<file path="config.mk">
export PLATFORM = sky130hd
export DESIGN_NAME = gillespie_two_reaction_step
export DESIGN_NICKNAME = d
export VERILOG_FILES = /design/src/rtl/gtr_pkg.sv /design/src/rtl/gtr_ctrl.sv /design/src/rtl/gtr_datapath.sv /design/src/rtl/gillespie_two_reaction_step.sv
export SDC_FILE = /design/constraint.sdc
export NUM_CORES = 2
export LEC_CHECK = 0
export BUFFER_PORTS_ARGS = -buffer_cell sky130_fd_sc_hd__buf_2
export CORE_AREA = 2 2 441 443
export DETAILED_ROUTE_END_ITERATION = 10
export DIE_AREA = 0 0 443 445
export GPL_TIMING_DRIVEN = 0
export HOLD_SLACK_MARGIN = 0.05
export PLACE_DENSITY = 0.57
export RECOVER_POWER = 50
export SYNTH_ARGS = -nofsm -noshare
export SYNTH_HDL_FRONTEND = slang
export SYNTH_SLANG_ARGS = --single-unit
export TNS_END_PERCENT = 1
</file>
<file path="constraint.sdc">
create_clock -name clk_i -period 26.5 [get_ports clk_i]
set_input_delay 3.975 -clock clk_i [delete_from_list [all_inputs] [get_ports clk_i]]
set_output_delay 3.975 -clock clk_i [all_outputs]
set_load 0.005 [all_outputs]
</file>
<file path="src/rtl/gtr_pkg.sv">
// shared types, codes and constants of the two-reaction gillespie step
package gtr_pkg;

  // default sizes
  localparam int COUNT_BITS_DEF     = 16;
  localparam int TIME_FRAC_BITS_DEF = 16;

  // fixed arithmetic sizes
  localparam int PROP_FRAC  = 16;  // fraction bits of the propensities
  localparam int PROP_W     = 63;  // saturated propensity width
  localparam int LOG_FRAC   = 24;  // fraction bits of the log2 result
  localparam int LN_W       = 37;  // width of ln(1/r1) in Q.32
  localparam int NORM_STEPS = 5;   // leading-one search steps over 32 bits
  localparam int IN_W       = 64;
  localparam int OUT_W      = 72;
  localparam int CFG_IDX_W  = 3;

  localparam logic [31:0] LN2_Q32  = 32'd2977044472;
  localparam logic [31:0] TIME_MAX = 32'hFFFF_FFFF;

  // configuration register indexes
  localparam logic [CFG_IDX_W-1:0] REG_RATE_ONE     = 3'd0;
  localparam logic [CFG_IDX_W-1:0] REG_RATE_TWO     = 3'd1;
  localparam logic [CFG_IDX_W-1:0] REG_SOURCE_COUNT = 3'd2;
  localparam logic [CFG_IDX_W-1:0] REG_FINAL_TIME   = 3'd3;
  localparam logic [CFG_IDX_W-1:0] REG_INITIAL_Y    = 3'd4;
  localparam logic [CFG_IDX_W-1:0] REG_INITIAL_Z    = 3'd5;

  // register reset values
  localparam logic [31:0] RATE_ONE_RST     = 32'd6554;
  localparam logic [31:0] RATE_TWO_RST     = 32'd131072;
  localparam logic [15:0] SOURCE_COUNT_RST = 16'd500;
  localparam logic [15:0] FINAL_TIME_RST   = 16'd100;
  localparam logic [15:0] INITIAL_Y_RST    = 16'd10;
  localparam logic [15:0] INITIAL_Z_RST    = 16'd0;

  // reaction codes
  localparam logic [1:0] FIRED_NONE = 2'd0;
  localparam logic [1:0] FIRED_ONE  = 2'd1;
  localparam logic [1:0] FIRED_TWO  = 2'd2;

  typedef enum logic [4:0] {
    ST_IDLE, ST_CHECK, ST_C1X, ST_YY, ST_A1L, ST_A1H, ST_A1S, ST_A2L, ST_A2H,
    ST_A2S, ST_CHL, ST_CHH, ST_CHS, ST_NRM, ST_SQR, ST_LN, ST_DIV, ST_TIME, ST_EMIT
  } state_e;

  typedef enum logic [4:0] {
    OP_NONE, OP_LOAD, OP_CHECK, OP_C1X, OP_YY, OP_A1L, OP_A1H, OP_A1S, OP_A2L,
    OP_A2H, OP_A2S, OP_CHL, OP_CHH, OP_CHS, OP_NRM, OP_SQR, OP_LN, OP_DIV,
    OP_TIME, OP_EMIT
  } op_e;

  // status from datapath to controller
  typedef struct packed {
    logic begin_run;
    logic finished;
    logic prop_zero;
    logic draw_zero;
    logic out_busy;
  } stat_t;

endpackage

</file>
<file path="src/rtl/gtr_ctrl.sv">
// step sequencer: walks one item through the datapath operations
module gtr_ctrl import gtr_pkg::*; #(
  parameter int TimeFracBits = TIME_FRAC_BITS_DEF
) (
  input  logic        clk_i,
  input  logic        rst_ni,
  input  logic        in_valid_i,
  output logic        in_ready_o,
  input  stat_t       stat_i,
  output op_e         op_o,
  output logic [2:0]  step_o
);

  localparam int DivW = LN_W + TimeFracBits - PROP_FRAC;
  localparam int CntW = $clog2(DivW > LOG_FRAC ? DivW : LOG_FRAC);

  state_e state_q, state_d;
  logic [CntW-1:0] cnt_q, cnt_d;

  // next state
  always_comb begin
    state_d = state_q;
    case (state_q)
      ST_IDLE:  if (in_valid_i) state_d = ST_CHECK;
      ST_CHECK: begin
        if (stat_i.begin_run || stat_i.finished) state_d = ST_EMIT;
        else state_d = ST_C1X;
      end
      ST_C1X:   state_d = ST_YY;
      ST_YY:    state_d = ST_A1L;
      ST_A1L:   state_d = ST_A1H;
      ST_A1H:   state_d = ST_A1S;
      ST_A1S:   state_d = ST_A2L;
      ST_A2L:   state_d = ST_A2H;
      ST_A2H:   state_d = ST_A2S;
      ST_A2S:   state_d = ST_CHL;
      ST_CHL: begin
        if (stat_i.prop_zero) state_d = ST_EMIT;
        else state_d = ST_CHH;
      end
      ST_CHH:   state_d = ST_CHS;
      ST_CHS: begin
        if (stat_i.draw_zero) state_d = ST_EMIT;
        else state_d = ST_NRM;
      end
      ST_NRM:   if (cnt_q == CntW'(NORM_STEPS - 1)) state_d = ST_SQR;
      ST_SQR:   if (cnt_q == CntW'(LOG_FRAC - 1)) state_d = ST_LN;
      ST_LN:    state_d = ST_DIV;
      ST_DIV:   if (cnt_q == CntW'(DivW - 1)) state_d = ST_TIME;
      ST_TIME:  state_d = ST_EMIT;
      ST_EMIT:  if (!stat_i.out_busy) state_d = ST_IDLE;
      default:  state_d = ST_IDLE;
    endcase
  end

  // loop counter restarts on every state change
  always_comb begin
    if (state_d != state_q) cnt_d = '0;
    else cnt_d = cnt_q + CntW'(1);
  end

  // operation per state
  always_comb begin
    in_ready_o = (state_q == ST_IDLE);
    step_o     = cnt_q[2:0];
    case (state_q)
      ST_IDLE:  op_o = in_valid_i ? OP_LOAD : OP_NONE;
      ST_CHECK: op_o = OP_CHECK;
      ST_C1X:   op_o = OP_C1X;
      ST_YY:    op_o = OP_YY;
      ST_A1L:   op_o = OP_A1L;
      ST_A1H:   op_o = OP_A1H;
      ST_A1S:   op_o = OP_A1S;
      ST_A2L:   op_o = OP_A2L;
      ST_A2H:   op_o = OP_A2H;
      ST_A2S:   op_o = OP_A2S;
      ST_CHL:   op_o = OP_CHL;
      ST_CHH:   op_o = OP_CHH;
      ST_CHS:   op_o = OP_CHS;
      ST_NRM:   op_o = OP_NRM;
      ST_SQR:   op_o = OP_SQR;
      ST_LN:    op_o = OP_LN;
      ST_DIV:   op_o = OP_DIV;
      ST_TIME:  op_o = OP_TIME;
      ST_EMIT:  op_o = stat_i.out_busy ? OP_NONE : OP_EMIT;
      default:  op_o = OP_NONE;
    endcase
  end

  always_ff @(posedge clk_i or negedge rst_ni) begin
    if (!rst_ni) begin
      state_q <= ST_IDLE;
      cnt_q   <= '0;
    end else begin
      state_q <= state_d;
      cnt_q   <= cnt_d;
    end
  end

endmodule

</file>
<file path="src/rtl/gtr_datapath.sv">
// registers, shared multiplier, log and divider of the gillespie step
module gtr_datapath import gtr_pkg::*; #(
  parameter int CountBits    = COUNT_BITS_DEF,
  parameter int TimeFracBits = TIME_FRAC_BITS_DEF
) (
  input  logic                 clk_i,
  input  logic                 rst_ni,
  input  op_e                  op_i,
  input  logic [2:0]           step_i,
  output stat_t                stat_o,
  input  logic [IN_W-1:0]      in_data_i,
  input  logic                 in_begin_i,
  output logic                 out_valid_o,
  input  logic                 out_ready_i,
  output logic [OUT_W-1:0]     out_data_o,
  input  logic                 cfg_valid_i,
  input  logic [CFG_IDX_W-1:0] cfg_index_i,
  input  logic [31:0]          cfg_data_i
);

  localparam int DivW = LN_W + TimeFracBits - PROP_FRAC;
  localparam int LshW = LN_W + TimeFracBits;
  localparam int SumW = (DivW > 32 ? DivW : 32) + 1;
  localparam int CmpW = (16 + TimeFracBits > 32 ? 16 + TimeFracBits : 32);

  // configuration
  logic [31:0] rate_one_q, rate_two_q;
  logic [15:0] source_q, final_q, init_y_q, init_z_q;

  // run state
  logic [CountBits-1:0] y_q, y_d, z_q, z_d;
  logic [31:0] t_q, t_d;
  logic fin_q, fin_d;
  logic out_valid_q, out_valid_d;

  // item and working registers
  logic [31:0] r1_q, r1_d, r2_q, r2_d;
  logic begin_q, begin_d;
  logic [31:0] snap_t_q, snap_t_d;
  logic [15:0] snap_y_q, snap_y_d, snap_z_q, snap_z_d;
  logic [1:0] fired_q, fired_d;
  logic dead_q, dead_d;
  logic [47:0] cx_q, cx_d;
  logic [PROP_W-1:0] h_q, h_d, a1_q, a1_d;
  logic [63:0] plo_q, plo_d, phi_q, phi_d, a0_q, a0_d;
  logic [31:0] m_q, m_d;
  logic [4:0] k_q, k_d;
  logic [LOG_FRAC-1:0] frac_q, frac_d;
  logic [63:0] rem_q, rem_d;
  logic [DivW-1:0] quo_q, quo_d;
  logic [OUT_W-1:0] res_q, res_d;

  // shared multiplier
  logic [31:0] mul_a, mul_b;
  logic [63:0] prod;

  // helper values
  logic [95:0] full;
  logic [PROP_W-1:0] full_sat;
  logic [4:0] sh;
  logic [5:0] rs;
  logic top_zero;
  logic [32:0] sq;
  logic [29:0] lg;
  logic [LshW-1:0] lsh;
  logic [64:0] dtmp;
  logic dge;
  logic [SumW-1:0] tsum;
  logic [31:0] t_new;
  logic [CmpW-1:0] t_lim;

  always_comb begin
    mul_a = '0;
    mul_b = '0;
    case (op_i)
      OP_C1X: begin mul_a = rate_one_q;         mul_b = 32'(source_q); end
      OP_YY:  begin mul_a = 32'(y_q);            mul_b = 32'(y_q - CountBits'(1)); end
      OP_A1L: begin mul_a = cx_q[31:0];          mul_b = 32'(y_q); end
      OP_A1H: begin mul_a = 32'(cx_q[47:32]);    mul_b = 32'(y_q); end
      OP_A2L: begin mul_a = h_q[31:0];           mul_b = rate_two_q; end
      OP_A2H: begin mul_a = 32'(h_q[62:32]);     mul_b = rate_two_q; end
      OP_CHL: begin mul_a = a0_q[31:0];          mul_b = r2_q; end
      OP_CHH: begin mul_a = a0_q[63:32];         mul_b = r2_q; end
      OP_SQR: begin mul_a = m_q;                 mul_b = m_q; end
      OP_LN:  begin mul_a = 32'(lg);             mul_b = LN2_Q32; end
      default: ;
    endcase
  end

  assign prod = mul_a * mul_b;

  always_comb begin
    full     = {phi_q, 32'b0} + {32'b0, plo_q};
    full_sat = (|full[95:PROP_W]) ? {PROP_W{1'b1}} : full[PROP_W-1:0];
    sh       = 5'(5'd16 >> step_i);
    rs       = 6'd32 - {1'b0, sh};
    top_zero = ((m_q >> rs) == '0);
    sq       = prod[63:31];
    lg       = {6'd32 - {1'b0, k_q}, {LOG_FRAC{1'b0}}} - 30'(frac_q);
    lsh      = LshW'(prod[LOG_FRAC+LN_W-1:LOG_FRAC]) << TimeFracBits;
    dtmp     = {rem_q, quo_q[DivW-1]};
    dge      = (dtmp >= {1'b0, a0_q});
    tsum     = SumW'(quo_q) + SumW'(t_q);
    t_new    = (tsum > SumW'(TIME_MAX)) ? TIME_MAX : tsum[31:0];
    t_lim    = CmpW'(final_q) << TimeFracBits;
  end

  // operation effects
  always_comb begin
    y_d = y_q; z_d = z_q; t_d = t_q; fin_d = fin_q;
    r1_d = r1_q; r2_d = r2_q; begin_d = begin_q;
    snap_t_d = snap_t_q; snap_y_d = snap_y_q; snap_z_d = snap_z_q;
    fired_d = fired_q; dead_d = dead_q;
    cx_d = cx_q; h_d = h_q; a1_d = a1_q; a0_d = a0_q;
    plo_d = plo_q; phi_d = phi_q;
    m_d = m_q; k_d = k_q; frac_d = frac_q;
    rem_d = rem_q; quo_d = quo_q;
    res_d = res_q;
    out_valid_d = out_valid_q && !out_ready_i;
    case (op_i)
      OP_LOAD: begin
        r1_d     = in_data_i[31:0];
        r2_d     = in_data_i[63:32];
        begin_d  = in_begin_i;
        snap_t_d = t_q;
        snap_y_d = 16'(y_q);
        snap_z_d = 16'(z_q);
        fired_d  = FIRED_NONE;
        dead_d   = 1'b0;
      end
      OP_CHECK: begin
        if (begin_q) begin
          y_d   = CountBits'(init_y_q);
          z_d   = CountBits'(init_z_q);
          t_d   = '0;
          fin_d = 1'b0;
        end
      end
      OP_C1X: cx_d = prod[47:0];
      OP_YY:  h_d = prod[63:1];
      OP_A1L, OP_A2L, OP_CHL: begin
        plo_d = prod;
        // no reaction can fire
        if (op_i == OP_CHL && a0_q == '0) begin
          fin_d  = 1'b1;
          dead_d = 1'b1;
        end
      end
      OP_A1H, OP_A2H, OP_CHH: phi_d = prod;
      OP_A1S: a1_d = full_sat;
      OP_A2S: a0_d = {1'b0, a1_q} + {1'b0, full_sat};
      OP_CHS: begin
        // reaction one when r2*a0 <= a1*2^32
        if (full <= {1'b0, a1_q, 32'b0}) begin
          y_d     = (y_q == '1) ? y_q : y_q + CountBits'(1);
          fired_d = FIRED_ONE;
        end else begin
          y_d     = (y_q >= CountBits'(2)) ? y_q - CountBits'(2) : '0;
          z_d     = (z_q == '1) ? z_q : z_q + CountBits'(1);
          fired_d = FIRED_TWO;
        end
        // zero time draw: infinite step
        if (r1_q == '0) begin
          t_d   = TIME_MAX;
          fin_d = 1'b1;
        end
        m_d = r1_q;
        k_d = 5'd31;
      end
      OP_NRM: begin
        if (top_zero) begin
          m_d = m_q << sh;
          k_d = k_q - sh;
        end
      end
      OP_SQR: begin
        m_d    = sq[32] ? sq[32:1] : sq[31:0];
        frac_d = {frac_q[LOG_FRAC-2:0], sq[32]};
      end
      OP_LN: begin
        rem_d = '0;
        quo_d = lsh[LshW-1:PROP_FRAC];
      end
      OP_DIV: begin
        rem_d = dge ? 64'(dtmp - {1'b0, a0_q}) : dtmp[63:0];
        quo_d = {quo_q[DivW-2:0], dge};
      end
      OP_TIME: begin
        t_d = t_new;
        if (CmpW'(t_new) > t_lim || t_new == TIME_MAX) fin_d = 1'b1;
      end
      OP_EMIT: begin
        out_valid_d = 1'b1;
        if (begin_q) res_d = {4'b0, 1'b0, 1'b0, FIRED_NONE, 16'(z_q), 16'(y_q), 32'b0};
        else res_d = {4'b0, dead_q, fin_q, fired_q, snap_z_q, snap_y_q, snap_t_q};
      end
      default: ;
    endcase
  end

  // control state and configuration
  always_ff @(posedge clk_i or negedge rst_ni) begin
    if (!rst_ni) begin
      rate_one_q  <= RATE_ONE_RST;
      rate_two_q  <= RATE_TWO_RST;
      source_q    <= SOURCE_COUNT_RST;
      final_q     <= FINAL_TIME_RST;
      init_y_q    <= INITIAL_Y_RST;
      init_z_q    <= INITIAL_Z_RST;
      y_q         <= CountBits'(INITIAL_Y_RST);
      z_q         <= CountBits'(INITIAL_Z_RST);
      t_q         <= '0;
      fin_q       <= 1'b0;
      out_valid_q <= 1'b0;
    end else begin
      y_q         <= y_d;
      z_q         <= z_d;
      t_q         <= t_d;
      fin_q       <= fin_d;
      out_valid_q <= out_valid_d;
      if (cfg_valid_i) begin
        case (cfg_index_i)
          REG_RATE_ONE:     rate_one_q <= cfg_data_i;
          REG_RATE_TWO:     rate_two_q <= cfg_data_i;
          REG_SOURCE_COUNT: source_q   <= cfg_data_i[15:0];
          REG_FINAL_TIME:   final_q    <= cfg_data_i[15:0];
          REG_INITIAL_Y:    init_y_q   <= cfg_data_i[15:0];
          REG_INITIAL_Z:    init_z_q   <= cfg_data_i[15:0];
          default: ;
        endcase
      end
    end
  end

  // working payload
  always_ff @(posedge clk_i) begin
    r1_q <= r1_d; r2_q <= r2_d; begin_q <= begin_d;
    snap_t_q <= snap_t_d; snap_y_q <= snap_y_d; snap_z_q <= snap_z_d;
    fired_q <= fired_d; dead_q <= dead_d;
    cx_q <= cx_d; h_q <= h_d; a1_q <= a1_d; a0_q <= a0_d;
    plo_q <= plo_d; phi_q <= phi_d;
    m_q <= m_d; k_q <= k_d; frac_q <= frac_d;
    rem_q <= rem_d; quo_q <= quo_d;
    res_q <= res_d;
  end

  assign stat_o.begin_run = begin_q;
  assign stat_o.finished  = fin_q;
  assign stat_o.prop_zero = (a0_q == '0);
  assign stat_o.draw_zero = (r1_q == '0);
  assign stat_o.out_busy  = out_valid_q && !out_ready_i;
  assign out_valid_o      = out_valid_q;
  assign out_data_o       = res_q;

endmodule

</file>
<file path="src/rtl/gillespie_two_reaction_step.sv">
// top level of the two-reaction gillespie direct-method step
//
// Input stream: one transaction per step; tdata carries draws r1 and r2,
// tuser the begin flag that reloads Y, Z from the initial registers and
// clears time. Output stream: exactly one transaction per input with the
// time and counts before the step, the reaction fired and the end flags.
// Configuration: index/data write channel, always ready; write only idle.
// Path from input transaction to output valid: a begin or an ended run
// goes from the check straight to emit; a dead end leaves before the
// reaction choice, a zero time draw after it; a full step goes on through
// the log squaring loop, the ln scaling, the one-bit-per-cycle divider
// and the time update. One item is in work at a time; input is ready
// again once the result is in the output register, so the next item
// starts while it waits. Reset loads the register defaults, Y and Z from
// initial_y/initial_z, time zero, run not over. A stalled receiver holds
// the result; a second finished result waits inside until the register
// frees.
module gillespie_two_reaction_step import gtr_pkg::*; #(
  parameter int CountBits    = COUNT_BITS_DEF,
  parameter int TimeFracBits = TIME_FRAC_BITS_DEF
) (
  input  logic                 clk_i,
  input  logic                 rst_ni,
  input  logic                 s_axis_tvalid,
  output logic                 s_axis_tready,
  // [31:0] draw_time, [63:32] draw_choice
  input  logic [IN_W-1:0]      s_axis_tdata,
  // [0] begin_run
  input  logic                 s_axis_tuser,
  output logic                 m_axis_tvalid,
  input  logic                 m_axis_tready,
  // [31:0] sample_time, [47:32] y_count, [63:48] z_count, [65:64] fired,
  // [66] run_over, [67] dead_end, [71:68] zero
  output logic [OUT_W-1:0]     m_axis_tdata,
  input  logic                 cfg_valid_i,
  output logic                 cfg_ready_o,
  input  logic [CFG_IDX_W-1:0] cfg_index_i,
  input  logic [31:0]          cfg_data_i
);

  op_e        op;
  logic [2:0] step;
  stat_t      stat;

  assign cfg_ready_o = 1'b1;

  // sequencer
  gtr_ctrl #(
    .TimeFracBits(TimeFracBits)
  ) u_ctrl (
    .clk_i      (clk_i),
    .rst_ni     (rst_ni),
    .in_valid_i (s_axis_tvalid),
    .in_ready_o (s_axis_tready),
    .stat_i     (stat),
    .op_o       (op),
    .step_o     (step)
  );

  // arithmetic and state
  gtr_datapath #(
    .CountBits   (CountBits),
    .TimeFracBits(TimeFracBits)
  ) u_datapath (
    .clk_i       (clk_i),
    .rst_ni      (rst_ni),
    .op_i        (op),
    .step_i      (step),
    .stat_o      (stat),
    .in_data_i   (s_axis_tdata),
    .in_begin_i  (s_axis_tuser),
    .out_valid_o (m_axis_tvalid),
    .out_ready_i (m_axis_tready),
    .out_data_o  (m_axis_tdata),
    .cfg_valid_i (cfg_valid_i),
    .cfg_index_i (cfg_index_i),
    .cfg_data_i  (cfg_data_i)
  );

  // one item in work at a time
  a_one_item: assert property (@(posedge clk_i) disable iff (!rst_ni)
    s_axis_tvalid && s_axis_tready |=> !s_axis_tready)
    else $error("input accepted while an item is in work");

  // a dead end always ends the run and fires nothing
  a_dead_end: assert property (@(posedge clk_i) disable iff (!rst_ni)
    m_axis_tvalid && m_axis_tdata[67] |-> m_axis_tdata[66] &&
      (m_axis_tdata[65:64] == FIRED_NONE))
    else $error("dead end without run over");

  // no reaction code beyond two
  a_fired_code: assert property (@(posedge clk_i) disable iff (!rst_ni)
    m_axis_tvalid |-> (m_axis_tdata[65:64] == FIRED_NONE) ||
      (m_axis_tdata[65:64] == FIRED_ONE) || (m_axis_tdata[65:64] == FIRED_TWO))
    else $error("invalid fired code");

endmodule
</file>
==> results.yml <==
global_routing:
  grtUsageMet1_pct: 48.4
  antenna_found_initial: 34
  grt_max_degree: 104
  track_usage_pct: 36.5
  overflow: 0
  grt_pass1_wl_um: 512000
  top_usage_layer: "met2"
  gr-usage-met2_pct: 55.3
  use_met3_pct: 8.99
  grt_pass1_vias: 69700
die:
  die_w_um: 443
  fp-row-count: 161
  die_h_um: 445
  die-area_um2: 197000
  placeableCoreArea_um2: 192000
  start_util_pct: 45.0
  ioPinCount: 180
drt:
  avgViaCountPerCell: 6.03
  dr.pass1.iters: 6
  drt-total-wl_um: 363000
  detail-route-antenna-nets: 0
  via_count: 71100
  wl_per_cell_um: 30.8
  drc: 0
  initialDrtViolationCount: 8342
clock_tree:
  hold_buffers: 0
  clock_sinks: 933
  cts_setup_buffers: 0
  cts-buffers-inserted: 106
  clock_path_buffers: 3
  clkSlewWorstSetupHoldPaths_ps: 70
  cts_root_buf: "clkbuf_16"
  cts_tree: "built"
  insertion_delay_ps: 820
  cts_resized: 0
  htree_num_levels: 3
logic_synthesis:
  netlist_top_cells_area: "edfxtp_1 (25%), fa_1 (21%), ha_1 (8.0%)"
  synth_warnings: 0
  syn_avg_cell_area_um2: 9.81
  synth_edf_count: 728
  ys_async_sr_fraction_pct: 22.0
  seq_area_frac_synth_pct: 31.3
  synth.most_common_cell: "inv_1"
  ys.flop_type: "edfxtp_1"
  synthDominantCellAreaShare_pct: 25.3
  yosysTopAreaCell: "edfxtp_1"
  synth_cell_type_count: 105
  netlist_area_um2: 86300
  synthTopCellsByCount: "inv_1 (1202), nand2_1 (1055), fa_1 (901)"
  synth-seq-cells: 933
  syn_inst: 8795
worst_setup_path:
  critPathRequiredTime_ps: 27010
  worstSetupPathType: "reg2reg"
  cpMostUsedCell: "fa_1"
  crit_slowest_cell: "clkbuf_1"
  slowest_delay_ps: 1570
  arrival_ps: 16810
  critPathMaxFanout: 33
  start_kind: "register"
  crit_path_end_kind: "register"
timing:
  max_freq_mhz: 61.3
  max-slew-margin-rel_pct: -285
  finClkSkew_ps: 108
  tns_ps: 0
  hold_violations: 0
  worst-slew-pin-transition_ps: 5780
  fin_crit_ps: 16300
  period_share_pct: 61.5
  rsz0062_at_grt: "false"
  maxSlewViolCount: 810
  setup_violations: 0
place:
  place_congestion: 1.03
  io_buffers: 174
  place_hpwl_um: 299000
cells_and_area:
  nNetsFinal: 10700
  syn_to_final_growth_pct: 10.6
  drive_above_1_share_pct: 8.67
job:
  cap_violations: 23
status:
  status: "complete, but fails checks"
  violations: "capacitance limit, slew limit"
hold_path:
  hp-class: "reg2reg"
## routing by layer
layer / wire (µm) / share of wire, %
met2: 158000 / 44
met4: 23300 / 6.4
met5: 148 / 0.041
met1: 144000 / 40
met3: 36900 / 10
## cells by family (layout without fill, tap and decap cells)
kind of cell             count (synthesis)  count (layout)  share of synthesized area (%)
AO/OA/AOI/OAI                         1488            1488                           11.6
buffers and inverters                 1624            2065                           7.19
adder cells (fa/ha/maj)               1453            1453                           28.9
multiplexers                           295             295                           3.66
flip-flops                             933             933                           31.3
AND/OR/NAND/NOR                       2674            2674                           14.0
other                                    2              33                        0.00870
XOR/XNOR                               326             326                           3.32
## final timing paths
path	start	to	slack (ps)	cells past startpoint
worst max-delay path	u_ctrl.state_q[0]$_DFF_PN0_	u_datapath.m_q[26]$_DFFE_PP_	10200	37
worst min-delay path	u_datapath.z_q[12]$_DFFE_PN0P_	u_datapath.snap_z_q[12]$_DFFE_PP_	440	0
worst min register to register	u_datapath.z_q[12]$_DFFE_PN0P_	u_datapath.snap_z_q[12]$_DFFE_PP_	440	0
min in group asynchronous	rst_ni	u_datapath.t_q[15]$_DFFE_PN0P_	3300	1
worst max register to register	u_ctrl.state_q[0]$_DFF_PN0_	u_datapath.m_q[26]$_DFFE_PP_	10200	37
max in group asynchronous	rst_ni	u_datapath.rate_two_q[24]$_DFFE_PN0P_	13300	3
## sequential cells by signal (all words and copies together) (netlist names), 24 cells and up
name                   count
u_datapath.out_data_o     68
u_datapath.a0_q           64
u_datapath.phi_q          64
u_datapath.plo_q          64
u_datapath.rem_q          64
u_datapath.a1_q           63
u_datapath.h_q            63
u_datapath.cx_q           48
u_datapath.quo_q          37
u_datapath.m_q            32
u_datapath.r1_q           32
u_datapath.r2_q           32
u_datapath.rate_one_q     32
u_datapath.rate_two_q     32
u_datapath.snap_t_q       32
u_datapath.t_q            32
u_datapath.frac_q         24
## worst max-delay path, delay by kind of cell, from the launching register on
family,cells,cell delay (ps)
AO/OA/AOI/OAI,6,2000
XOR/XNOR,1,970
adder cells (fa/ha/maj),9,4280
buffers and inverters,11,5130
flip-flops,1,370
multiplexers,1,250
AND/OR/NAND/NOR,9,2970
## metrics by stage
step / cell area, µm² / hold slack, ps / worst slack [ps] / util [%] / std cells
2_1_floorplan: 86300 / 423 / 14860 / - / 8798
5_1_grt: 95400 / 451 / 9720 / 49.7 / 11800
3_3_place_gp: 90300 / 426 / 7940 / 47.1 / 11500
6_report: 95400 / 442 / 10200 / 49.7 / 11800
4_1_cts: 95700 / 444 / 11010 / 49.8 / 11800
3_5_place_dp: 92000 / 429 / 11080 / 47.9 / 11600
## cells in the final DEF, fill, tap and decap left out, drive strengths merged, types with 132 or more instances in the layout
master / n
a21o: 223
a21oi: 385
buf: 287
clkbuf: 504
dfrtp: 184
edfxtp: 728
fa: 901
ha: 552
inv: 1207
mux2: 163
mux2i: 132
nand2: 1058
nor2: 845
o21ai: 272
xnor2: 215
## layout make-up
type                            count  area, µm²
Inverter                         1205       4520
Tap cell                         2526       3160
Multi-Input combinational cell   6241      53700
Sequential cell                   933      27000
Fill cell                       18000      96500
Buffer                            419       1680
Timing Repair Buffer              244       1700
Clock buffer                      128       2860
Clock inverter                     69        785
Antenna cell                       28       70.1
Power is left out: the tool's default activity adds up to more than one toggle a clock period on the data nets, which glitch-free logic cannot reach.
